$ cat src/mvm_pkg.sv
// shared types, constants and width helpers for the matrix-vector multiplier
package mvm_pkg;

   localparam int MAX_DIM_DEFAULT = 16;

   // fixed field widths
   localparam int FUNC_W  = 2;
   localparam int ROW_W   = 4;
   localparam int COL_W   = 4;
   localparam int DATA_W  = 32;
   localparam int CFG_W   = 5;
   localparam int CSR_IDX_W = 1;
   localparam int PROD_W  = 2 * DATA_W;
   localparam int FRAC_W  = 16;

   // item function codes
   localparam logic [FUNC_W-1:0] FUNC_MAT  = 2'd0;
   localparam logic [FUNC_W-1:0] FUNC_VEC  = 2'd1;
   localparam logic [FUNC_W-1:0] FUNC_CALC = 2'd2;

   // register indexes
   localparam logic [CSR_IDX_W-1:0] CSR_NUM_ROWS = 1'b0;
   localparam logic [CSR_IDX_W-1:0] CSR_NUM_COLS = 1'b1;

   localparam logic [CFG_W-1:0] CFG_DIM_RESET = 5'd16;

   typedef enum logic [1:0] {
      ST_IDLE,
      ST_ISSUE,
      ST_DRAIN
   } state_type;

   // control travelling along the cell chain with each row
   typedef struct packed {
      logic valid;
      logic last;
   } tok_ctrl_type;

   // store write broadcast to every cell
   typedef struct packed {
      logic              mat_en;
      logic              vec_en;
      logic [ROW_W-1:0]  row;
      logic [COL_W-1:0]  col;
      logic [DATA_W-1:0] value;
   } wr_bus_type;

   function automatic int idx_width(input int dim);
      return (dim > 1) ? $clog2(dim) : 1;
   endfunction

   function automatic int dim_width(input int dim);
      return $clog2(dim + 1);
   endfunction

   // exact sum of dim signed 64-bit products plus the rounding half
   function automatic int acc_width(input int dim);
      return PROD_W + 2 + $clog2(dim);
   endfunction

endpackage

$ cat src/mvm_out.sv
// rounding, saturation and the result register
module mvm_out import mvm_pkg::*; #(
   parameter int MAX_DIM = MAX_DIM_DEFAULT
) (
   input  logic                            clock,
   input  logic                            reset,
   input  tok_ctrl_type                    in_ctrl,
   input  logic [idx_width(MAX_DIM)-1:0]   in_row,
   input  logic [acc_width(MAX_DIM)-1:0]   in_acc,
   output logic                            adv,
   output logic                            done,
   output logic                            rsp_valid,
   input  logic                            rsp_stall,
   output logic [ROW_W-1:0]                rsp_out_row,
   output logic [DATA_W-1:0]               rsp_out_value,
   output logic                            rsp_saturated,
   output logic                            rsp_last
);

   localparam int AW = acc_width(MAX_DIM);
   localparam int TOP_LSB = FRAC_W + DATA_W - 1;

   logic              rsp_valid_ff;
   logic [ROW_W-1:0]  row_ff;
   logic [DATA_W-1:0] value_ff;
   logic              sat_ff;
   logic              last_ff;
   logic [AW-1:0]     sum;
   logic              fits;
   logic              neg;
   logic [DATA_W-1:0] value_in;

   // round half up, then check the bits above the result are all sign
   assign sum  = in_acc + AW'(32'h0000_8000);
   assign neg  = sum[AW-1];
   assign fits = (sum[AW-1:TOP_LSB] == '0) || (sum[AW-1:TOP_LSB] == '1);

   always_comb begin
      if (fits) begin
         value_in = sum[TOP_LSB:FRAC_W];
      end else if (neg) begin
         value_in = 32'h8000_0000;
      end else begin
         value_in = 32'h7FFF_FFFF;
      end
   end

   assign adv  = !rsp_valid_ff || !rsp_stall;
   assign done = rsp_valid_ff && !rsp_stall && last_ff;

   always_ff @(posedge clock) begin
      if (reset) begin
         rsp_valid_ff <= 1'b0;
      end else if (adv) begin
         rsp_valid_ff <= in_ctrl.valid;
      end
   end

   always_ff @(posedge clock) begin
      if (adv && in_ctrl.valid) begin
         row_ff   <= ROW_W'(in_row);
         value_ff <= value_in;
         sat_ff   <= !fits;
         last_ff  <= in_ctrl.last;
      end
   end

   assign rsp_valid     = rsp_valid_ff;
   assign rsp_out_row   = row_ff;
   assign rsp_out_value = value_ff;
   assign rsp_saturated = sat_ff;
   assign rsp_last      = last_ff;

endmodule

$ cat config.mk
export PLATFORM = sky130hd
export DESIGN_NAME = mvm_out
export DESIGN_NICKNAME = d
export VERILOG_FILES = /design/src/mvm_pkg.sv /design/src/mvm_out.sv
export SDC_FILE = /design/constraint.sdc
export NUM_CORES = 1
export LEC_CHECK = 0
export BUFFER_PORTS_ARGS = -buffer_cell sky130_fd_sc_hd__buf_2
export CAP_MARGIN = 20
export CORE_MARGIN = 2
export CORE_UTILIZATION = 49
export CTS_CLUSTER_SIZE = 25
export DETAILED_ROUTE_END_ITERATION = 10
export PLACE_DENSITY = 0.86
export SYNTH_ARGS = -nofsm -noshare
export SYNTH_HDL_FRONTEND = slang
export SYNTH_SLANG_ARGS = --single-unit
$ cat constraint.sdc
create_clock -name clock -period 4.1 [get_ports clock]
set_clock_uncertainty 0.1 [all_clocks]
set_input_delay 0.41 -clock clock [delete_from_list [all_inputs] [get_ports clock]]
set_output_delay 0.41 -clock clock [all_outputs]
set_load 0.1 [all_outputs]
==> results.yml <==
clocking:
  h-tree-depth: 2
  cts_tree: "done"
  clkTransAtPathRegs_ns: 0.08
  clkLatencyLatePin_ns: 0.30
  numCtsBuffers: 5
  cts_root_buf: "clkbuf_8"
  cts_buffer_depth: 2
  cts_num_sinks: 39
  cts_setup_buffers: 0
  cts_hold_buf: 0
  cts_resized: 0
synthesis:
  synth-edff-count: 38
  synth_ff_type: "edfxtp_1"
  synth_top_area_share_pct: 38.02
  syn_inst: 333
  yosys.area.top_type: "edfxtp_1"
  muxShareOfSynthArea_pct: 1.000
  synth_seq_area_share_pct: 38.68
  synth_top_family_by_area: "simple AND/OR/NAND/NOR gates"
  yosys_warnings: 0
  ys_ff_latch: 39
  synth_area_per_cell_sq_um: 9.014
  synth.area.top_cells: "edfxtp_1 38%, nand4_1 6.0%, xnor2_1 5.8%"
  synth.distinct_cells: 45
  synth-xor-area-share_pct: 11.09
  async_flop_share_pct: 0
  synth_fp_nets: 413
  synth-compound-area-share_pct: 12.76
  yosys.area_share.simple_pct: 31.76
  synth-adder-area-share_pct: 0.4168
  syn_area_sq_um: 3002
routing:
  met1_length_um: 3315
  drt_wl_total_um: 8213
  drtAntennaViolNets: 0
  routedWlPerCell_um: 15.95
  drt_first_pass_iters: 5
  viasPerCell: 6.183
  dr_wl_met3_um: 794
  vias: 3184
  initialDrtViolationCount: 226
  drc_errors: 0
  wl_met2_um: 3893
  top_layer: "met4"
floorplan:
  chipWidth_um: 82.27
  dieArea_sq_um: 6768
  ios: 120
  start_util_pct: 50.70
  core_area_sq_um: 5921
  rows: 28
  die_h_um: 82.27
setup_path:
  crit_required_ns: 4.03
  path_cells: "buf_2, nand4_2, or4_1, or4_1, a2111oi_2, o211ai_1, and4b_1, o21bai_2, buf_4, a31oi_1"
  crit_top_cell: "or4_1"
  path_buf_inv: 2
  path_class: "input port to flop"
  cp_slowest_cell: "or4_1"
  worst_setup_path_start_kind: "input port"
  cpPeakStageDelay_ns: 0.60
  critPathMaxFanout: 30
  cp-end-kind: "flop"
  crit_arrival_ns: 3.35
  critPathTopFamily: "simple AND/OR/NAND/NOR gates"
global_routing:
  overflow: 0
  grt_pass1_wl_um: 12620
  grt_pass1_vias: 2752
  grt_max_degree: 39
  antenna_found_initial: 0
  grt_usage_pct: 23.83
final_layout:
  n_antenna_cell: 0
  fin_nets: 519
  stdcell_count: 515
  drive_above_1_share_pct: 30.00
  area_growth_pct: 24.34
pwr:
  ir_drop_v: 0.0002499
  pwr_density_cell_nw_per_um2: 317.6
  power.leakage_nw: 1.366
timing:
  relSlewSlack_pct: 42.68
  slew_violations: 0
  finalCriticalPeriod_ns: 3.414
  worstMarginPinSlew_ns: 0.8598
  setup_viol: 0
  fmax_mhz: 292.9
  rsz0062_at_grt: "no"
  hold_viol: 0
  finalCritPeriodShare_pct: 83.27
  setup-tns-final_ns: 0
worst_hold_path:
  hp-class: "input port to flop"
placement:
  placedCellCount: 506
  globalplace.congestion: 0.9313
  dpl.hpwl_um: 6343
  io_buffers: 104
run_status:
  status: "finished, final reports clean"
flow_run:
  drv_cap: 0
==> power by group <==
| group | internal [W] | total (W) | switching [W] |
|---|---|---|---|
| clock | 0.000243 | 0.000379 | 0.000136 |
| sequential | 0.000465 | 0.000470 | 0.00000521 |
| combinational | 0.0000709 | 0.000337 | 0.000266 |
==> area by class of cell <==
cell class | instances | area (sq um)
Multi-Input combinational cell | 272 | 1715
Timing Repair Buffer | 114 | 603.1
Sequential cell | 39 | 1161
Clock buffer | 6 | 72.57
Clock inverter | 2 | 60.06
Tap cell | 75 | 93.84
Fill cell | 527 | 2188
Inverter | 7 | 26.28
==> flip-flops by register name, summed over array words and instances, names as in the netlist <==
name           cells
rsp_last           1
rsp_out_row        4
rsp_out_value     32
rsp_saturated      1
rsp_valid          1
==> stage by stage <==
step                util, %  instance area [sq um]  setup WS, ns  total power (W)  hold WS [ns]
floorplan                 -                   3002        0.9034        0.0007249        0.3824
global placement      60.55                   3585        0.4769        0.0008054        0.4035
detailed placement    60.55                   3585        0.2673        0.0008125        0.4316
CTS                   62.79                   3717        0.5932         0.001189        0.1572
global route          63.04                   3732        0.5593         0.001226        0.1675
finish                63.04                   3732        0.6858         0.001185        0.1611
==> cells by family after synthesis <==
group,count (synthesis)
simple gates,166
compound gates,64
flops,39
xor+xnor,38
buf+inv,22
mux,3
fa+ha+maj,1
==> path summary, 6_finish.rpt <==
kind                     startpoint                           to  slack (ns)  cells after the start
min                           reset       rsp_valid$_SDFFE_PP0N_        0.16                      2
max reg2reg  rsp_valid$_SDFFE_PP0N_  rsp_out_value[26]$_DFFE_PP_        2.50                      2
max                      in_acc[27]   rsp_out_value[9]$_DFFE_PP_        0.69                     10
min reg2reg  rsp_valid$_SDFFE_PP0N_       rsp_valid$_SDFFE_PP0N_        0.44                      2
==> cell usage after synthesis (all sizes together), types with 3 or more instances <==
library cell and count:
edfxtp 38, a21oi 33, nand4 30, nand2 25
nand3 25, xnor2 20, nor2 19, xor2 18
nor4 13, o21ai 12, nor3 11, and4 9
or4 9, clkbuf 8, and3 7, buf 7
inv 7, and2 4, a31oi 3, mux2i 3
nor3b 3, or2 3
==> routing by layer <==
metal / track usage (%) / up-vias
met1: 31.12 / 1461
met4: 9.833 / 0
met3: 2.826 / 22
li1: - / 1513
met5: 0 / -
met2: 39.92 / 188
==> worst reg2reg max path: cells and delay by family, from the launching register on <==
| family | cells | cell delay [ns] |
|---|---|---|
| flip-flops | 1 | 0.33 |
| AND/OR/NAND/NOR | 2 | 0.78 |
==> cell usage in the layout, fill, tap and decap left out, types with 2 or more instances in the layout <==
master	Yosys	final
buf_2	1	104
edfxtp_1	38	38
a21oi_1	33	33
nand4_1	29	29
nand3_1	25	25
nand2_1	25	25
xnor2_1	20	20
nor2_1	19	18
xor2_1	18	18
nor4_1	12	12
o21ai_0	12	12
nor3_1	11	11
and4_1	9	9
or4_1	9	9
buf_4	0	9
inv_1	7	7
and3_1	7	7
clkbuf_8	0	5
and2_1	4	3
mux2i_1	3	3
a31oi_1	3	3
nor3b_1	3	3
or2_2	3	3
nor4bb_1	2	2
a22oi_1	2	2
nor4b_1	2	2
o211ai_1	2	2
o31ai_1	2	2
a41oi_1	2	2
bufinv_16	0	2
Power figures use the tool's default switching activity.
