## src/mvm_pkg.sv

```systemverilog
// shared types, constants and width helpers for the matrix-vector multiplier
package mvm_pkg;

   localparam int MAX_DIM_DEFAULT = 16;

   // fixed field widths
   localparam int FUNC_W  = 2;
   localparam int ROW_W   = 4;
   localparam int COL_W   = 4;
   localparam int DATA_W  = 32;
   localparam int CFG_W   = 5;
   localparam int CSR_IDX_W = 1;
   localparam int PROD_W  = 2 * DATA_W;
   localparam int FRAC_W  = 16;

   // item function codes
   localparam logic [FUNC_W-1:0] FUNC_MAT  = 2'd0;
   localparam logic [FUNC_W-1:0] FUNC_VEC  = 2'd1;
   localparam logic [FUNC_W-1:0] FUNC_CALC = 2'd2;

   // register indexes
   localparam logic [CSR_IDX_W-1:0] CSR_NUM_ROWS = 1'b0;
   localparam logic [CSR_IDX_W-1:0] CSR_NUM_COLS = 1'b1;

   localparam logic [CFG_W-1:0] CFG_DIM_RESET = 5'd16;

   typedef enum logic [1:0] {
      ST_IDLE,
      ST_ISSUE,
      ST_DRAIN
   } state_type;

   // control travelling along the cell chain with each row
   typedef struct packed {
      logic valid;
      logic last;
   } tok_ctrl_type;

   // store write broadcast to every cell
   typedef struct packed {
      logic              mat_en;
      logic              vec_en;
      logic [ROW_W-1:0]  row;
      logic [COL_W-1:0]  col;
      logic [DATA_W-1:0] value;
   } wr_bus_type;

   function automatic int idx_width(input int dim);
      return (dim > 1) ? $clog2(dim) : 1;
   endfunction

   function automatic int dim_width(input int dim);
      return $clog2(dim + 1);
   endfunction

   // exact sum of dim signed 64-bit products plus the rounding half
   function automatic int acc_width(input int dim);
      return PROD_W + 2 + $clog2(dim);
   endfunction

endpackage

```

## src/mvm_cell.sv

```systemverilog
// one column cell: holds a matrix column and a vector entry, adds its product to the passing sum
module mvm_cell import mvm_pkg::*; #(
   parameter int MAX_DIM  = MAX_DIM_DEFAULT,
   parameter int CELL_IDX = 0
) (
   input  logic                            clock,
   input  logic                            reset,
   input  logic                            adv,
   input  wr_bus_type                      wr,
   input  logic [dim_width(MAX_DIM)-1:0]   cols,
   input  tok_ctrl_type                    in_ctrl,
   input  logic [idx_width(MAX_DIM)-1:0]   in_row,
   input  logic [acc_width(MAX_DIM)-1:0]   in_acc,
   output tok_ctrl_type                    out_ctrl,
   output logic [idx_width(MAX_DIM)-1:0]   out_row,
   output logic [acc_width(MAX_DIM)-1:0]   out_acc
);

   localparam int IDX_W = idx_width(MAX_DIM);
   localparam int AW    = acc_width(MAX_DIM);

   logic [DATA_W-1:0] mem [MAX_DIM];
   logic [DATA_W-1:0] x_ff;
   logic [DATA_W-1:0] mem_q_ff;

   tok_ctrl_type      a_ctrl_ff, b_ctrl_ff, c_ctrl_ff;
   logic [IDX_W-1:0]  a_row_ff, b_row_ff, c_row_ff;
   logic [AW-1:0]     a_acc_ff, b_acc_ff, c_acc_ff;
   logic [PROD_W-1:0] prod_ff;
   logic [PROD_W-1:0] prod_in;
   logic [AW-1:0]     c_acc_in;
   logic              col_used;
   logic              col_hit;

   assign col_hit  = (32'(wr.col) == CELL_IDX);
   assign col_used = (CELL_IDX < 32'(cols));

   // column store: written by load items, read by the row at the cell input
   always_ff @(posedge clock) begin
      if (wr.mat_en && col_hit) begin
         mem[IDX_W'(wr.row)] <= wr.value;
      end
      if (adv) begin
         mem_q_ff <= mem[in_row];
      end
   end

   always_ff @(posedge clock) begin
      if (wr.vec_en && col_hit) begin
         x_ff <= wr.value;
      end
   end

   // columns beyond the active width contribute nothing
   always_comb begin
      if (col_used) begin
         prod_in = $signed(mem_q_ff) * $signed(x_ff);
      end else begin
         prod_in = '0;
      end
   end

   assign c_acc_in = b_acc_ff + {{(AW - PROD_W){prod_ff[PROD_W-1]}}, prod_ff};

   always_ff @(posedge clock) begin
      if (reset) begin
         a_ctrl_ff <= '0;
         b_ctrl_ff <= '0;
         c_ctrl_ff <= '0;
      end else if (adv) begin
         a_ctrl_ff <= in_ctrl;
         b_ctrl_ff <= a_ctrl_ff;
         c_ctrl_ff <= b_ctrl_ff;
      end
   end

   always_ff @(posedge clock) begin
      if (adv) begin
         a_row_ff <= in_row;
         a_acc_ff <= in_acc;
         b_row_ff <= a_row_ff;
         b_acc_ff <= a_acc_ff;
         prod_ff  <= prod_in;
         c_row_ff <= b_row_ff;
         c_acc_ff <= c_acc_in;
      end
   end

   assign out_ctrl = c_ctrl_ff;
   assign out_row  = c_row_ff;
   assign out_acc  = c_acc_ff;

endmodule

```

## config.mk

```make
export PLATFORM = sky130hd
export DESIGN_NAME = mvm_cell
export DESIGN_NICKNAME = d
export VERILOG_FILES = /design/src/mvm_pkg.sv /design/src/mvm_cell.sv
export SDC_FILE = /design/constraint.sdc
export NUM_CORES = 2
export LEC_CHECK = 0
export ABC_AREA = 1
export BUFFER_PORTS_ARGS = -buffer_cell sky130_fd_sc_hd__buf_2
export CAP_MARGIN = 20
export CORE_UTILIZATION = 55
export DETAILED_ROUTE_END_ITERATION = 8
export PLACE_DENSITY = 0.79
export SLEW_MARGIN = 40
export SYNTH_ARGS = -nofsm -noshare
export SYNTH_HDL_FRONTEND = slang
export SYNTH_SLANG_ARGS = --single-unit
```

## constraint.sdc

```tcl
create_clock -name clock -period 11.8 [get_ports clock]
set_input_delay 2.95 -clock clock [delete_from_list [all_inputs] [get_ports clock]]
set_output_delay 2.95 -clock clock [all_outputs]
set_load 0.01 [all_outputs]
```

==> key figures <==
Hold path
  – HP Class: reg2reg

Timing
  – Max-slew headroom: ~44%
  – Final setup fails: 0
  – Max Freq: 0.124 GHz
  – Period utilization: 68.4%
  – Worst-Margin Slew: between 800 and 900 ps
  – Sum of negative setup slack: 0 ps
  – Fin. max-slew vios: 0
  – Fin crit period: 8080 ps
  – Hold Slack: between 400 and 500 ps
  – Final Skew: between 40 and 50 ps
  – RSZ-0062 raised after global routing: false
  – Final Hold Fails: 0

Die
  – Die area: 139000 sq um
  – Die Wd: 373 microns
  – Core outline area: between 100000 and 150000 sq um
  – Initial Util: 55.7%
  – Die H: around 370 microns
  – Row cnt: 135
  – IO Count: 202

Yosys
  – Asr flop ratio synth: 0%
  – Syn_area_per_cell: approximately 9.5 sq um
  – EDFF count, synth: around 860
  – Area of the mapped netlist: between 70000 and 80000 sq um
  – Main synth FF type: edfxtp_1
  – Syn Nets: 9476
  – Yosys reg bits: 868
  – Largest area contributor in the netlist: edfxtp_1
  – Top post-synthesis cells by area: edfxtp_1, fa_1, inv_1
  – Cell count after synthesis: 8014
  – Yosys top cell area share: around a third
  – Synth cell types: 44
  – Yosys Warn Count: 0
  – Sequential fraction of the synthesis area: 34.3%

Detailed routing
  – Post-Route WL: 212 mm
  – Post-detailed-route count of antenna-violating nets: 0
  – Vias/cell: 5.52
  – Routed vias: 55.1k
  – Drt pass-1 iters: 6
  – Per-cell routed wire length: 21.2 microns
  – # DRC: 0
  – Iter 0 DRT Violations: around 5.1k

CTS
  – CTS buffer count: 89
  – Worst-Skew Late Latency: 740 ps
  – Post-CTS setup buffers: 0
  – Post-CTS Resized: 0
  – CTS clock-pin slew for the worst setup and hold paths: 60 ps
  – CTS tree: built
  – CTS Buffer Depth: 3
  – Post-cts hold buffer count: 0
  – CTS Root Cell: clkbuf_16
  – Sink Count: about 870
  – H-tree levels: 3

Cells and area
  – Nets: 9576
  – Fillers: 11.0k
  – Fraction of layout cells with a size suffix above 1: 6.56%
  – Area grow syn2layout: 7.85%

Placement
  – Placer Congestion: 1.00
  – HPWL Detailed: 158 mm
  – PortBufs: 201

Global routing
  – Global route overflow: 0
  – GRT Overall Usage: 30.8%
  – Initial antenna violation count: 10
  – Largest net degree at the start of global routing: about 170
  – Vias in the first global route: slightly below 60k
  – Global-route wire length before repair: 328 mm

Worst setup path
  – Largest fanout on the critical path: 18
  – Worst EP arrival: 8520 ps
  – Crit end category: flop
  – Critical Path RT: roughly 12000 ps
  – Worst Setup Path Type: reg2reg
  – Critical path launch point type: flop

Run status
  – Outcome: complete, no violations

Run
  – Max Cap Violations: 0
## sequential cells by signal, summed over array words and instances (netlist names), 4 cells and up
| name | count |
|---|---|
| mem | 512 |
| a_acc_ff | 70 |
| b_acc_ff | 70 |
| out_acc | 70 |
| prod_ff | 64 |
| mem_q_ff | 32 |
| x_ff | 32 |
| a_row_ff | 4 |
| b_row_ff | 4 |
| out_row | 4 |
## cells in the mapped netlist, types with 31 or more instances
cell type,instances
a21oi_1,326
clkbuf_1,241
edfxtp_1,862
fa_1,1083
ha_1,253
inv_1,2007
mux2i_1,128
nand2_1,1936
nand3_1,156
nor2_1,336
o211ai_1,130
o21ai_0,241
xor2_1,31
## cell families (layout without fill, tap and decap cells)
logic type	Yosys count	after routing	share of synthesized area, %
AO/OA/AOI/OAI	766	766	5.71
XOR/XNOR	42	42	0.485
adder cells (fa/ha/maj)	1336	1336	32.7
buffers and inverters	2307	2478	11.6
flip-flops	868	868	34.3
multiplexers	128	128	1.69
other	0	6	0
AND/OR/NAND/NOR	2567	2567	13.5
## per-stage QoR
step           instances  utilization [%]  worst slack [ps]  area [sq um]
3_5_place_dp        9802             57.9              3740         78900
5_1_grt             9969             60.1              3240         81800
3_3_place_gp        9796             57.8              3040         78700
6_report            9972             60.1              3720         81800
4_1_cts             9964             60.1              3750         81800
2_1_floorplan       8014                -              4340         75900
## placed cells by master, fill, tap and decap left out, drive strengths merged
cell and n:
a21boi 2, a21o 5, a21oi 332, and2 3, and3 1, buf 298
bufinv 6, clkbuf 108, clkinv 40, clkinvlp 5, dfxtp 6, diode 6
edfxtp 862, fa 1083, ha 253, inv 2021, mux2i 128, nand2 1957
nand3 168, nand3b 9, nand4 29, nor2 355, nor3 23, nor4 10
o211ai 131, o21a 22, o21ai 252, o21bai 22, or2 11, or4 1
xnor2 11, xor2 31
## metal layers
metal | GRT usage, % | up-vias | routed length, microns
met3 | 5.91 | 716 | 19200
met2 | 51.9 | 2912 | 103000
li1 | - | 24561 | -
met4 | 16.0 | 8 | 11500
met1 | 37.8 | 26891 | 77700
met5 | 0 | - | 52
## area by class of cell
type                    instances  area (sq um)  share of cell area (%)
clock inverters                54           598                   0.731
repair buffers                298          1910                    2.34
well taps                    1781          2230                    2.72
flip-flops and latches        868         26000                    31.8
inverters                    2018          7580                    9.26
multi-input cells            4839         41200                    50.3
diodes                          6          15.0                  0.0183
clock buffers                 108          2300                    2.81
## worst max-delay path, cell delays in order, from the launching register on
cell	delay [ps]
edfxtp_1	890
buf_4	370
nand2_1	100
fa_1	620
inv_1	120
fa_1	510
inv_1	320
fa_1	520
fa_1	520
inv_1	50
fa_1	560
fa_1	460
fa_1	520
fa_1	420
ha_1	440
nand2_1	140
nor2_1	320
nand2_1	220
nor2_1	180
nand3_1	140
nand3b_1	180
nand2_1	70
nand2_1	60
nor2_1	70
## final timing paths
path              slack [ps]                    from  depth (start not counted)                        end
hold / removal           410  a_acc_ff[45]$_DFFE_PP_                          0     b_acc_ff[45]$_DFFE_PP_
setup reg to reg        3720      x_ff[10]$_DFFE_PP_                         23  prod_ff[46]$_SDFFCE_PP0P_
hold reg to reg          410  a_acc_ff[45]$_DFFE_PP_                          0     b_acc_ff[45]$_DFFE_PP_
setup / recovery        3720      x_ff[10]$_DFFE_PP_                         23  prod_ff[46]$_SDFFCE_PP0P_
Power is not shown: default switching activity piles up to over one toggle a cycle in this logic, so the estimate is an artifact.
