$ cat src/mvm_pkg.sv
// shared types, constants and width helpers for the matrix-vector multiplier
package mvm_pkg;

   localparam int MAX_DIM_DEFAULT = 16;

   // fixed field widths
   localparam int FUNC_W  = 2;
   localparam int ROW_W   = 4;
   localparam int COL_W   = 4;
   localparam int DATA_W  = 32;
   localparam int CFG_W   = 5;
   localparam int CSR_IDX_W = 1;
   localparam int PROD_W  = 2 * DATA_W;
   localparam int FRAC_W  = 16;

   // item function codes
   localparam logic [FUNC_W-1:0] FUNC_MAT  = 2'd0;
   localparam logic [FUNC_W-1:0] FUNC_VEC  = 2'd1;
   localparam logic [FUNC_W-1:0] FUNC_CALC = 2'd2;

   // register indexes
   localparam logic [CSR_IDX_W-1:0] CSR_NUM_ROWS = 1'b0;
   localparam logic [CSR_IDX_W-1:0] CSR_NUM_COLS = 1'b1;

   localparam logic [CFG_W-1:0] CFG_DIM_RESET = 5'd16;

   typedef enum logic [1:0] {
      ST_IDLE,
      ST_ISSUE,
      ST_DRAIN
   } state_type;

   // control travelling along the cell chain with each row
   typedef struct packed {
      logic valid;
      logic last;
   } tok_ctrl_type;

   // store write broadcast to every cell
   typedef struct packed {
      logic              mat_en;
      logic              vec_en;
      logic [ROW_W-1:0]  row;
      logic [COL_W-1:0]  col;
      logic [DATA_W-1:0] value;
   } wr_bus_type;

   function automatic int idx_width(input int dim);
      return (dim > 1) ? $clog2(dim) : 1;
   endfunction

   function automatic int dim_width(input int dim);
      return $clog2(dim + 1);
   endfunction

   // exact sum of dim signed 64-bit products plus the rounding half
   function automatic int acc_width(input int dim);
      return PROD_W + 2 + $clog2(dim);
   endfunction

endpackage

$ cat src/mvm_seq.sv
// configuration registers, load decode and row issue sequencer
module mvm_seq import mvm_pkg::*; #(
   parameter int MAX_DIM = MAX_DIM_DEFAULT
) (
   input  logic                            clock,
   input  logic                            reset,
   input  logic                            req_valid,
   output logic                            req_stall,
   input  logic [FUNC_W-1:0]               req_func,
   input  logic [ROW_W-1:0]                req_row_index,
   input  logic [COL_W-1:0]                req_col_index,
   input  logic [DATA_W-1:0]               req_value,
   input  logic                            csr_valid,
   output logic                            csr_ready,
   input  logic [CSR_IDX_W-1:0]            csr_index,
   input  logic [CFG_W-1:0]                csr_data,
   input  logic                            adv,
   input  logic                            done,
   output wr_bus_type                      wr,
   output tok_ctrl_type                    issue_ctrl,
   output logic [idx_width(MAX_DIM)-1:0]   issue_row,
   output logic [dim_width(MAX_DIM)-1:0]   cols
);

   localparam int IDX_W = idx_width(MAX_DIM);
   localparam int DIM_W = dim_width(MAX_DIM);

   state_type state_ff, state_in;

   logic [CFG_W-1:0] num_rows_ff;
   logic [CFG_W-1:0] num_cols_ff;
   logic [DIM_W-1:0] rows_ff;
   logic [DIM_W-1:0] cols_ff;
   logic [IDX_W-1:0] row_cnt_ff;
   logic [DIM_W-1:0] rows_clamp;
   logic [DIM_W-1:0] cols_clamp;
   logic             accept;
   logic             calc_start;
   logic             row_last;

   assign csr_ready = 1'b1;
   assign accept = req_valid && !req_stall;
   assign calc_start = accept && (req_func == FUNC_CALC);
   assign row_last = (DIM_W'(row_cnt_ff) == (rows_ff - DIM_W'(1)));

   // zero counts as one, anything above the array size as the array size
   always_comb begin
      if (num_rows_ff == '0) begin
         rows_clamp = DIM_W'(1);
      end else if (32'(num_rows_ff) > MAX_DIM) begin
         rows_clamp = DIM_W'(MAX_DIM);
      end else begin
         rows_clamp = DIM_W'(num_rows_ff);
      end
      if (num_cols_ff == '0) begin
         cols_clamp = DIM_W'(1);
      end else if (32'(num_cols_ff) > MAX_DIM) begin
         cols_clamp = DIM_W'(MAX_DIM);
      end else begin
         cols_clamp = DIM_W'(num_cols_ff);
      end
   end

   always_ff @(posedge clock) begin
      if (reset) begin
         num_rows_ff <= CFG_DIM_RESET;
         num_cols_ff <= CFG_DIM_RESET;
      end else if (csr_valid && csr_ready) begin
         unique case (csr_index)
            CSR_NUM_ROWS: num_rows_ff <= csr_data;
            CSR_NUM_COLS: num_cols_ff <= csr_data;
            default: ;
         endcase
      end
   end

   // next state
   always_comb begin
      state_in = state_ff;
      unique case (state_ff)
         ST_IDLE: begin
            if (calc_start) begin
               state_in = ST_ISSUE;
            end
         end
         ST_ISSUE: begin
            if (adv && row_last) begin
               state_in = ST_DRAIN;
            end
         end
         ST_DRAIN: begin
            if (done) begin
               state_in = ST_IDLE;
            end
         end
         default: state_in = ST_IDLE;
      endcase
   end

   always_ff @(posedge clock) begin
      if (reset) begin
         state_ff <= ST_IDLE;
      end else begin
         state_ff <= state_in;
      end
   end

   always_ff @(posedge clock) begin
      if (calc_start) begin
         rows_ff    <= rows_clamp;
         cols_ff    <= cols_clamp;
         row_cnt_ff <= '0;
      end else if (state_ff == ST_ISSUE && adv) begin
         row_cnt_ff <= row_cnt_ff + IDX_W'(1);
      end
   end

   // outputs
   always_comb begin
      req_stall        = 1'b1;
      issue_ctrl.valid = 1'b0;
      issue_ctrl.last  = 1'b0;
      unique case (state_ff)
         ST_IDLE:  req_stall = 1'b0;
         ST_ISSUE: begin
            issue_ctrl.valid = 1'b1;
            issue_ctrl.last  = row_last;
         end
         ST_DRAIN: ;
         default:  ;
      endcase
   end

   assign issue_row = row_cnt_ff;
   assign cols      = cols_ff;

   // writes outside the array are dropped here
   assign wr.mat_en = accept && (req_func == FUNC_MAT)
                      && (32'(req_row_index) < MAX_DIM) && (32'(req_col_index) < MAX_DIM);
   assign wr.vec_en = accept && (req_func == FUNC_VEC) && (32'(req_col_index) < MAX_DIM);
   assign wr.row    = req_row_index;
   assign wr.col    = req_col_index;
   assign wr.value  = req_value;

endmodule

$ cat config.mk
export PLATFORM = sky130hd
export DESIGN_NAME = mvm_seq
export DESIGN_NICKNAME = d
export VERILOG_FILES = /design/src/mvm_pkg.sv /design/src/mvm_seq.sv
export SDC_FILE = /design/constraint.sdc
export NUM_CORES = 1
export LEC_CHECK = 0
export BUFFER_PORTS_ARGS = -buffer_cell sky130_fd_sc_hd__buf_2
export CAP_MARGIN = 20
export CORE_ASPECT_RATIO = 1.25
export CORE_MARGIN = 5
export CORE_UTILIZATION = 41
export CTS_CLUSTER_SIZE = 12
export DETAILED_ROUTE_END_ITERATION = 10
export PLACE_DENSITY_LB_ADDON = 0.05
export SYNTH_ARGS = -nofsm -noshare
export SYNTH_HDL_FRONTEND = slang
export SYNTH_SLANG_ARGS = --single-unit
$ cat constraint.sdc
create_clock -name clock -period 1.8 [get_ports clock]
set_input_delay 0.36 -clock clock [delete_from_list [all_inputs] [get_ports clock]]
set_output_delay 0.36 -clock clock [all_outputs]
set_load 0.02 [all_outputs]
==> key figures, run 1 <==
Hold path
  • Hold path cells: 2
  • Hold path startpoint: csr_data[4]
  • HP Class: primary input to flip-flop
  • Worst Hold End: num_rows_ff[4]$_SDFFE_PP1P_

Power
  • Total power: 1.22 mW
  • Max IR drop VDD: 0.385 mV
  • PwrDens: 790 nW/µm²
  • Leakage power: 0.698 nW

Place
  • Detailed placement HPWL: 2260 µm
  • Cell Area, Placed: 1470 µm²
  • Placer Congestion: 0.744
  • I/O Buffers: 27

Critical path
  • Max Fanout on Critical Path: 3
  • Reg2reg setup slack: 0.21 ns
  • Critical Path AT: 1.69 ns
  • Reg-to-Reg Start: num_cols_ff[0]$_SDFFE_PP0P_
  • Crit path kind: flip-flop to primary output
  • FF-to-FF path depth: 4
  • Startpoint Class: flip-flop
  • R2r endpoint: cols[1]$_SDFFCE_PP0P_
  • Crit path from: rows_ff[0]$_SDFFCE_PN1P_
  • Crit end category: primary output
  • Crit path required time: 1.44 ns

Finish
  • Filler instances: 391
  • Reg area: 622 µm²
  • Ant diodes: 0
  • Fin nets: 219
  • Area of the multi-input gates: 608 µm²
  • Area growth, synth to finish: -1.36%
  • Share of cells above drive strength 1: 29.7%
  • Design area: 1540 µm²

Die
  • Die height: 79.0 µm
  • # rows: 25
  • Core area: 3720 µm²
  • Die area: 5150 µm²
  • Starting density of the core: 42.0%
  • Boundary pin count: 109
  • Chip width: 65.2 µm

STA
  • Final setup violation count: 1
  • Unrepaired setup endpoints after global routing: true
  • Fmax: 0.489 GHz
  • Final hold violations: 0
  • Clock Skew: 0.00145 ns
  • Final worst setup slack: -0.247 ns
  • Max Slew Vio Count: 0
  • Tmin final: 2.05 ns
  • Period utilization: 114%

Global route
  • Initial antenna violation count: 0
  • Total track usage: 11.8%
  • Largest net degree at the start of global routing: 15
  • First-pass GRT wire length: 4810 µm
  • Grt total ovfl: 0
  • Vias in the first global route: 1121

Clock network
  • CTS Buf Count: 3
  • Clock Pin Slew Worst Setup and Hold Paths: 0.08 ns
  • Maximum clock path buffer count: 2
  • Skew-Pair Late Insertion Delay: 0.26 ns
  • H-tree depth: 1
  • CTS tree: done
  • # hold bufs at CTS: 0
  • Clk sinks: 26
  • Root Driver: clkbuf_8

Yosys
  • Seq/Total Area, Yosys: 39.7%
  • Area of the mapped netlist: 1560 µm²
  • Synth Register Bits: 26
  • Yosys cell types: 37
  • Ys Warns: 0
  • Syn Nets: 226
  • Mapped Cells: 166
  • Syn_area_per_cell: 9.41 µm²

Route
  • DRT iter0 DRCs: 18
  • Vias per cell: 5.22
  • Antenna Nets Post-Route: 0
  • Number of remaining DRC errors: 0
  • DR WL/cell: 14.4 µm
  • Total number of vias: 1034
  • DR pass1 iterations: 3
  • WL final: 2840 µm

Outcome
  • Failing checks: setup timing
  • Outcome: finished with violations

Job
  • Max-cap viol count: 0
cell usage after synthesis (all sizes together):
| master | number | area, µm² |
|---|---|---|
| buf | 45 | 329 |
| dfxtp | 16 | 320 |
| nor2 | 12 | 52.6 |
| edfxtp | 10 | 300 |
| inv | 9 | 33.8 |
| a21oi | 8 | 43.8 |
| nand2 | 8 | 37.5 |
| nand3 | 8 | 40.0 |
| and2 | 6 | 37.5 |
| ha | 6 | 75.1 |
| xor2 | 6 | 52.6 |
| mux2i | 5 | 50.1 |
| o21ai | 3 | 15.0 |
| a211o | 2 | 17.5 |
| a21o | 2 | 15.0 |
| nor2b | 2 | 20.0 |
| nor3 | 2 | 10.0 |
| o31ai | 2 | 15.0 |
| or2 | 2 | 12.5 |
| or4 | 2 | 15.0 |
| a211oi | 1 | 7.51 |
| and3 | 1 | 6.26 |
| conb | 1 | 3.75 |
| nand3b | 1 | 7.51 |
| nand4 | 1 | 6.26 |
| nor4 | 1 | 6.26 |
| nor4b | 1 | 8.76 |
| o31a | 1 | 8.76 |
| or3 | 1 | 6.26 |
| xnor2 | 1 | 8.76 |
area by class of cell:
type	count	share of cell area [%]
clock buffers	4	2.92
flip-flops and latches	26	40.3
well taps	40	3.25
multi-input cells	86	39.4
repair buffers	33	11.9
inverters	9	2.19
stage by stage:
stage / hold slack [ns] / setup WS, ns / TNS (ns) / instances / utilization [%]
after global placement: 0.459 / 0.0166 / 0 / 193 / 39.5
after global routing: 0.318 / -0.375 / -0.375 / 198 / 41.4
after floorplan: 0.439 / -0.0970 / -0.0970 / 166 / -
after detailed placement: 0.466 / -0.0268 / -0.0268 / 193 / 39.5
final: 0.326 / -0.247 / -0.247 / 198 / 41.4
after CTS: 0.327 / -0.310 / -0.310 / 197 / 40.8
placed cells by master, fill, tap and decap left out, types with 2 or more instances in the layout:
master / n
edfxtp_1: 10
xor2_1: 6
nor2_1: 11
nand2_1: 7
a21oi_2: 2
a21o_1: 2
mux2i_1: 5
inv_1: 9
a211o_1: 2
clkbuf_8: 3
o21ai_0: 3
buf_2: 26
buf_4: 7
ha_1: 6
a21oi_1: 6
nand3_1: 8
dfxtp_1: 15
and2_1: 6
or4_1: 2
registers in the layout, summed over array words and instances, names as in the netlist:
| register | count |
|---|---|
| state_ff | 2 |
| num_rows_ff | 5 |
| cols | 5 |
| num_cols_ff | 5 |
| issue_row | 4 |
| rows_ff | 5 |
critical path, stage by stage, from the launching register on:
cell and delay [ns]:
edfxtp_1 0.41, inv_1 0.08, ha_1 0.23, xor2_1 0.14, nand4_1 0.15, nor4_2 0.23, buf_4 0.18
cells by family after synthesis:
family / count (synthesis) / share of synthesized area (%)
simple gates: 48 / 17.1
other cells: 1 / 0.240
buf+inv: 54 / 23.2
fa+ha+maj: 6 / 4.80
mux: 5 / 3.20
compound gates: 19 / 7.85
xor+xnor: 7 / 3.92
flops: 26 / 39.7
timing repair:
action | CTS | global route
cloned | 0 | 0
pin swaps | 0 | 2
buffers inserted | 0 | 1
gates resized for setup | 2 | 4
endpoints found under the setup margin | 2 | 2
worst max path at each step:
| stage | to | slack, ns | cells after the start |
|---|---|---|---|
| after floorplan | issue_ctrl[0] | -0.1 | 6 |
| after global placement | issue_ctrl[0] | 0.02 | 7 |
| after detailed placement | issue_ctrl[0] | -0.03 | 7 |
| after CTS | issue_ctrl[0] | -0.31 | 7 |
| after global routing | issue_ctrl[0] | -0.38 | 7 |
| final | issue_ctrl[0] | -0.25 | 6 |
routing by layer:
metal | share of wire, % | track usage, %
met5 | 0 | 0
met4 | 0.49 | 3.73
met3 | 10 | 7.07
met2 | 49 | 20.4
met1 | 40 | 11.6
power by group:
part           internal (mW)  switching [mW]  total, mW
registers              0.645          0.0345      0.679
logic                 0.0908           0.120      0.211
clock network          0.158           0.169      0.327
total                  0.894           0.324       1.22
Power figures use the tool's default switching activity.
==> inputs of run 2 (changes only) <==
--- a/config.mk
+++ b/config.mk
@@ -10,9 +10,10 @@
 export CORE_ASPECT_RATIO = 1.25
 export CORE_MARGIN = 5
 export CORE_UTILIZATION = 41
-export CTS_CLUSTER_SIZE = 12
+export CTS_CLUSTER_SIZE = 20
 export DETAILED_ROUTE_END_ITERATION = 10
 export PLACE_DENSITY_LB_ADDON = 0.05
+export REMOVE_ABC_BUFFERS = 1
 export SYNTH_ARGS = -nofsm -noshare
 export SYNTH_HDL_FRONTEND = slang
 export SYNTH_SLANG_ARGS = --single-unit
==> run 2 against run 1 <==
The run still ends with setup timing left; sequential share of layout area down 0.66 points; flip-flop and latch count unchanged; combinational power up 9.5%; via count up 3.9%; register-to-register slack worse by 0.02 ns; critical endpoint unchanged; routed wire length up 54%; highest routed layer is now met5; maximum frequency down 3.7%; clock skew down 0.00064 ns; critical path type unchanged; die area unchanged; final area up 1.5%; hold slack about the same; largest cell class unchanged.
==> key figures, run 2 (same netlist as run 1, synthesis figures left out) <==
Power
  • PwrDens: 782 nW/µm² (-1.0%)
  • Leakage power: 0.706 nW (+1.2%)
  • Max IR drop VDD: 0.328 mV (-15%)
  • Total power: 1.22 mW (+0.44%)

Critical path
  • Crit path kind: flip-flop to primary output
  • Critical Path AT: 1.76 ns (+0.07 ns)
  • Crit path required time: 1.44 ns (about the same)
  • Crit end category: primary output
  • Reg-to-Reg Start: num_cols_ff[0]$_SDFFE_PP0P_
  • R2r endpoint: cols[2]$_SDFFCE_PP0P_
  • End of the critical path: issue_ctrl[0]
  • FF-to-FF path depth: 4 (unchanged)
  • Reg2reg setup slack: 0.19 ns (-0.02 ns)
  • Crit path from: rows_ff[0]$_SDFFCE_PN1P_
  • Max Fanout on Critical Path: 3 (unchanged)
  • Startpoint Class: flip-flop

Finish
  • Commonest non-fill, non-tap cell in the layout: buf_2
  • Reg area: 621 µm² (-0.20%)
  • Share of cells above drive strength 1: 31.9% (+2.1 points)
  • Filler instances: 399 (+2.0%)
  • Fin nets: 221 (+0.91%)
  • Area of the multi-input gates: 617 µm² (+1.4%)
  • Ant diodes: 0 (unchanged)
  • Design area: 1560 µm² (+1.5%)
  • Area growth, synth to finish: 0.0801%
  • Finished Layout Cells: 200 (+1.0%)
  • Most frequent cells in the layout: 26 x buf_2, 16 x dfxtp_1, 11 x nor2_1, 10 x edfxtp_1, 9 x buf_4

Die
  • Starting density of the core: 42.0% (unchanged)
  • Chip width: 65.2 µm (unchanged)
  • Die area: 5150 µm² (unchanged)
  • Die height: 79.0 µm (unchanged)
  • # rows: 25 (unchanged)
  • Boundary pin count: 109 (unchanged)
  • Core area: 3720 µm² (unchanged)

Hold path
  • HP Class: primary input to flip-flop

Clock network
  • Clk sinks: 26 (unchanged)
  • H-tree depth: 1 (unchanged)
  • Maximum clock path buffer count: 2 (unchanged)
  • CTS tree: done
  • # hold bufs at CTS: 0 (unchanged)
  • CTS Buf Count: 3 (unchanged)
  • Root Driver: clkbuf_8
  • Skew-Pair Late Insertion Delay: 0.26 ns (about the same)
  • Clock Pin Slew Worst Setup and Hold Paths: 0.08 ns (about the same)

Global route
  • Met2 Use GR: 22.0% (+1.6 points)
  • M3 GR Usage: 17.4% (+10 points)
  • Initial antenna violation count: 0 (unchanged)
  • First-pass GRT wire length: 6290 µm (+31%)
  • Vias in the first global route: 1075 (-4.1%)
  • Busiest grt layer: met2
  • Global Route met1 Usage: 18.5% (+7.0 points)
  • Grt total ovfl: 0 (unchanged)
  • Total track usage: 17.2% (+5.4 points)
  • Largest net degree at the start of global routing: 15 (unchanged)

STA
  • Final setup violation count: 1 (unchanged)
  • Tmin final: 2.12 ns (+0.0783 ns)
  • Period utilization: 118% (+4.3 points)
  • Final worst setup slack: -0.325 ns (-0.0783 ns)
  • Worst hold margin: 0.326 ns (+0.000135 ns)
  • Unrepaired setup endpoints after global routing: true
  • Final hold violations: 0 (unchanged)
  • Fmax: 0.471 GHz (-3.7%)
  • Setup TNS: -0.325 ns (-0.0783 ns)
  • Clock Skew: 0.000813 ns (-0.000638 ns)
  • Max Slew Vio Count: 0 (unchanged)

Place
  • Cell Area, Placed: 1460 µm² (-0.85%)
  • Detailed placement HPWL: 3570 µm (+58%)
  • I/O Buffers: 27 (unchanged)
  • Placed cells: 193 (unchanged)
  • Placer Congestion: 0.716 (-3.8%)

Route
  • DR pass1 iterations: 2 (-1)
  • Antenna Nets Post-Route: 0 (unchanged)
  • WL final: 4370 µm (+54%)
  • DR WL/cell: 21.9 µm (+52%)
  • Vias per cell: 5.37 (+2.8%)
  • Number of remaining DRC errors: 0 (unchanged)
  • DRT iter0 DRCs: 31 (+13)
  • Total number of vias: 1074 (+3.9%)

Outcome
  • Failing checks: setup timing
  • Outcome: finished with violations

Job
  • Max-cap viol count: 0 (unchanged)
==> run 2: cell types whose count changed in the layout (fill, tap and decap cells not counted) <==
cell | previous run | this run
inv_2 | 0 | 3
dfxtp_1 | 15 | 16
inv_1 | 9 | 6
ha_4 | 0 | 1
buf_4 | 7 | 9
ha_1 | 6 | 5
clkbuf_1 | 1 | 0
a21oi_1 | 6 | 7
clkinv_1 | 0 | 1
dfxtp_2 | 1 | 0
a21oi_2 | 2 | 1
==> run 2: area by class of cell <==
| type | instances | area share (%) |
|---|---|---|
| repair buffers | 35 | 12.6 |
| multi-input cells | 86 | 39.4 |
| flip-flops and latches | 26 | 39.7 |
| well taps | 40 | 3.20 |
| inverters | 9 | 2.16 |
| clock buffers | 3 | 2.64 |
| clock inverters | 1 | 0.240 |
==> run 2: where the power goes <==
group | switching (mW) | internal (mW)
Combinational | 0.130 | 0.102
Sequential | 0.0263 | 0.645
Clock | 0.168 | 0.152
==> run 2: worst min path at each step <==
stage	from	to	slack [ns]	cells after the start
after CTS	csr_data[4]	num_rows_ff[4]$_SDFFE_PP1P_	0.32	2
after global routing	csr_data[4]	num_rows_ff[4]$_SDFFE_PP1P_	0.33	2
after global placement	num_cols_ff[3]$_SDFFE_PP0P_	num_cols_ff[3]$_SDFFE_PP0P_	0.47	2
after floorplan	reset	num_cols_ff[0]$_SDFFE_PP0P_	0.43	1
final	csr_data[4]	num_rows_ff[4]$_SDFFE_PP1P_	0.33	2
after detailed placement	num_cols_ff[2]$_SDFFE_PP0P_	num_cols_ff[2]$_SDFFE_PP0P_	0.47	2
==> run 2: through the flow <==
stage                     worst slack, ns  utilization, %
after floorplan                    -0.300               -
after global placement            -0.0372            39.1
after detailed placement          -0.0481            39.1
after CTS                          -0.308            40.6
after global routing               -0.487            42.0
final                              -0.325            42.0
==> run 2: timing repair <==
action | CTS | global route
gates resized for setup | 1 | 10
buffers inserted | 1 | 2
setup endpoints to repair | 2 | 2
pin swaps | 1 | 4
endpoints found under the hold margin | 0 | 0
==> run 2: routing by layer <==
| metal | vias to the layer above | share of wire, % |
|---|---|---|
| li1 | 501 | - |
| met1 | 487 | 36 |
| met2 | 77 | 40 |
| met3 | 7 | 21 |
| met4 | 2 | 1.3 |
| met5 | - | 1.1 |
==> run 2: critical path, cell delays in order (launching register included) <==
cell      delay (ns)
edfxtp_1        0.43
inv_2           0.09
ha_4            0.14
inv_2           0.04
o31ai_2         0.20
nand4_1         0.16
nor4_2          0.28
buf_4           0.18
==> inputs of run 3 (changes only) <==
--- a/config.mk
+++ b/config.mk
@@ -10,9 +10,11 @@
 export CORE_ASPECT_RATIO = 1.25
 export CORE_MARGIN = 5
 export CORE_UTILIZATION = 41
+export CTS_CLUSTER_DIAMETER = 100
 export CTS_CLUSTER_SIZE = 20
 export DETAILED_ROUTE_END_ITERATION = 10
 export PLACE_DENSITY_LB_ADDON = 0.05
+export RECOVER_POWER = 25
 export REMOVE_ABC_BUFFERS = 1
 export SYNTH_ARGS = -nofsm -noshare
 export SYNTH_HDL_FRONTEND = slang
==> run 3 against run 2 <==
Clock power about the same; final cell count unchanged; largest power group unchanged; flip-flop and latch count unchanged; sequential power about the same; maximum frequency unchanged; global-route usage unchanged; routed wire length about the same; via count unchanged; clock skew unchanged; the run still ends with setup timing left; final area about the same; core utilization about the same; critical endpoint unchanged; die area unchanged.
==> key figures, run 3 (same netlist as run 1, synthesis figures left out) <==
STA
  • Unrepaired setup endpoints after global routing: true
  • Tmin final: 2.12 ns (-0.00000100 ns)
  • Max Slew Vio Count: 0 (unchanged)
  • Final setup violation count: 1 (unchanged)
  • Fmax: 0.471 GHz (unchanged)
  • Final hold violations: 0 (unchanged)
  • Period utilization: 118% (about the same)
  • Setup TNS: -0.325 ns (+0.00000100 ns)
  • Final worst setup slack: -0.325 ns (+0.00000100 ns)
  • Clock Skew: 0.000813 ns (unchanged)

Critical path
  • Critical Path AT: 1.76 ns (about the same)
  • Worst path max stage delay: 0.43 ns (about the same)
  • Worst path cell trace: inv_2 > ha_4 > inv_2 > o31ai_2 > nand4_1 > nor4_2 > buf_4
  • Critical Path Slowest Stage Cell: edfxtp_1
  • Crit end category: primary output
  • Max Fanout on Critical Path: 3 (unchanged)
  • Crit path required time: 1.44 ns (about the same)
  • Most frequent CP cell: inv_2
  • Crit path kind: flip-flop to primary output
  • Startpoint Class: flip-flop

Global route
  • Grt total ovfl: 0 (unchanged)
  • Largest net degree at the start of global routing: 15 (unchanged)
  • First-pass GRT wire length: 6290 µm (unchanged)
  • Vias in the first global route: 1075 (unchanged)
  • Initial antenna violation count: 0 (unchanged)
  • Total track usage: 17.2% (unchanged)

Finish
  • Ant diodes: 0 (unchanged)
  • Fin nets: 221 (unchanged)
  • Design area: 1560 µm² (about the same)
  • Commonest non-fill, non-tap cell in the layout: buf_2
  • Finished Layout Cells: 200 (unchanged)
  • Area growth, synth to finish: 0.0000640% (about the same)
  • Share of cells above drive strength 1: 31.3% (-0.62 points)
  • Most frequent cells in the layout: 25 x buf_2, 16 x dfxtp_1, 11 x nor2_1, 10 x edfxtp_1, 9 x buf_4

Die
  • Core area: 3720 µm² (unchanged)
  • Starting density of the core: 42.0% (unchanged)
  • Boundary pin count: 109 (unchanged)
  • Chip width: 65.2 µm (unchanged)
  • Die height: 79.0 µm (unchanged)
  • # rows: 25 (unchanged)
  • Die area: 5150 µm² (unchanged)

Power
  • Sw frac: 26.5% (about the same)
  • P_int: 899 µW (about the same)
  • PwrDens: 782 nW/µm² (about the same)
  • Max IR drop VDD: 0.328 mV (unchanged)
  • Sequential Power Share: 54.9% (about the same)
  • Leakage power: 0.704 nW (-0.39%)
  • Logic pwr share: 18.9% (about the same)
  • Clk pwr share: 26.2% (about the same)
  • Total power: 1.22 mW (about the same)
  • NetSw: 324 µW (about the same)

Route
  • DRT iter0 DRCs: 31 (unchanged)
  • WL final: 4370 µm (about the same)
  • Antenna Nets Post-Route: 0 (unchanged)
  • DR WL/cell: 21.9 µm (about the same)
  • Total number of vias: 1074 (unchanged)
  • DR pass1 iterations: 2 (unchanged)
  • Number of remaining DRC errors: 0 (unchanged)
  • Vias per cell: 5.37 (unchanged)

Job
  • Max-cap viol count: 0 (unchanged)

Place
  • Placed cells: 193 (unchanged)
  • Cell Area, Placed: 1460 µm² (unchanged)
  • I/O Buffers: 27 (unchanged)
  • Detailed placement HPWL: 3570 µm (unchanged)
  • Placer Congestion: 0.716 (unchanged)

Hold path
  • HP Class: primary input to flip-flop

Clock network
  • Skew-Pair Late Insertion Delay: 0.26 ns (about the same)
  • H-tree depth: 1 (unchanged)
  • CTS tree: done
  • Maximum clock path buffer count: 2 (unchanged)
  • CTS Buf Count: 3 (unchanged)
  • Clock Pin Slew Worst Setup and Hold Paths: 0.08 ns (about the same)
  • # hold bufs at CTS: 0 (unchanged)
  • Root Driver: clkbuf_8
  • Clk sinks: 26 (unchanged)

Outcome
  • Failing checks: setup timing
  • Outcome: finished with violations
==> run 3: stage by stage <==
step,utilization (%),hold slack [ns],setup WS (ns)
final,42.0,0.326,-0.325
after global routing,42.0,0.332,-0.487
after CTS,40.6,0.325,-0.308
after detailed placement,39.1,0.465,-0.0481
after global placement,39.1,0.467,-0.0372
after floorplan,-,0.429,-0.300
==> run 3: worst paths after layout <==
| check | from | to | slack [ns] | cells past startpoint |
|---|---|---|---|---|
| worst max-delay path | rows_ff[0]$_SDFFCE_PN1P_ | issue_ctrl[0] | -0.32 | 7 |
| worst min-delay path | csr_data[4] | num_rows_ff[4]$_SDFFE_PP1P_ | 0.33 | 2 |
| worst max register to register | num_cols_ff[0]$_SDFFE_PP0P_ | cols[2]$_SDFFCE_PP0P_ | 0.19 | 4 |
| worst min register to register | num_cols_ff[2]$_SDFFE_PP0P_ | num_cols_ff[2]$_SDFFE_PP0P_ | 0.48 | 2 |
==> run 3: power by group through the flow <==
stage	clock, mW	combinational, mW	sequential (mW)
after global placement	0	0.219	0.684
after detailed placement	0	0.224	0.685
after floorplan	0	0.112	0.705
after global routing	0.359	0.258	0.677
final	0.320	0.231	0.671
after CTS	0.336	0.229	0.672
==> run 3: layer usage <==
layer / routed length, µm / GRT usage, % / vias to the layer above / share of wire [%]
met2: 1740 / 22.0 / 77 / 40
li1: - / - / 501 / -
met4: 57 / 5.39 / 2 / 1.3
met5: 49 / 7.95 / - / 1.1
met3: 932 / 17.4 / 7 / 21
met1: 1590 / 18.5 / 487 / 36
==> run 3: worst max-delay path: cells and delay by family (launching register included) <==
kind            cells  cell delay [ns]
flops               1             0.43
buf+inv             3             0.31
fa+ha+maj           1             0.14
simple gates        2             0.44
compound gates      1             0.20
==> run 3: timing repair <==
item                                    4_1_cts  5_1_grt
endpoints found under the hold margin         0        0
pin swaps                                     1        4
resized for setup                             1       10
endpoints found under the setup margin        2        2
setup buffers                                 1        2
==> run 3: layout make-up <==
class | instances | area, µm²
clock buffer | 3 | 41.3
clock inverter | 1 | 3.75
fill | 398 | 2160
inverter | 9 | 33.8
multi-input combinational | 86 | 617
sequential | 26 | 621
tap | 40 | 50.0
timing repair buffer | 35 | 196
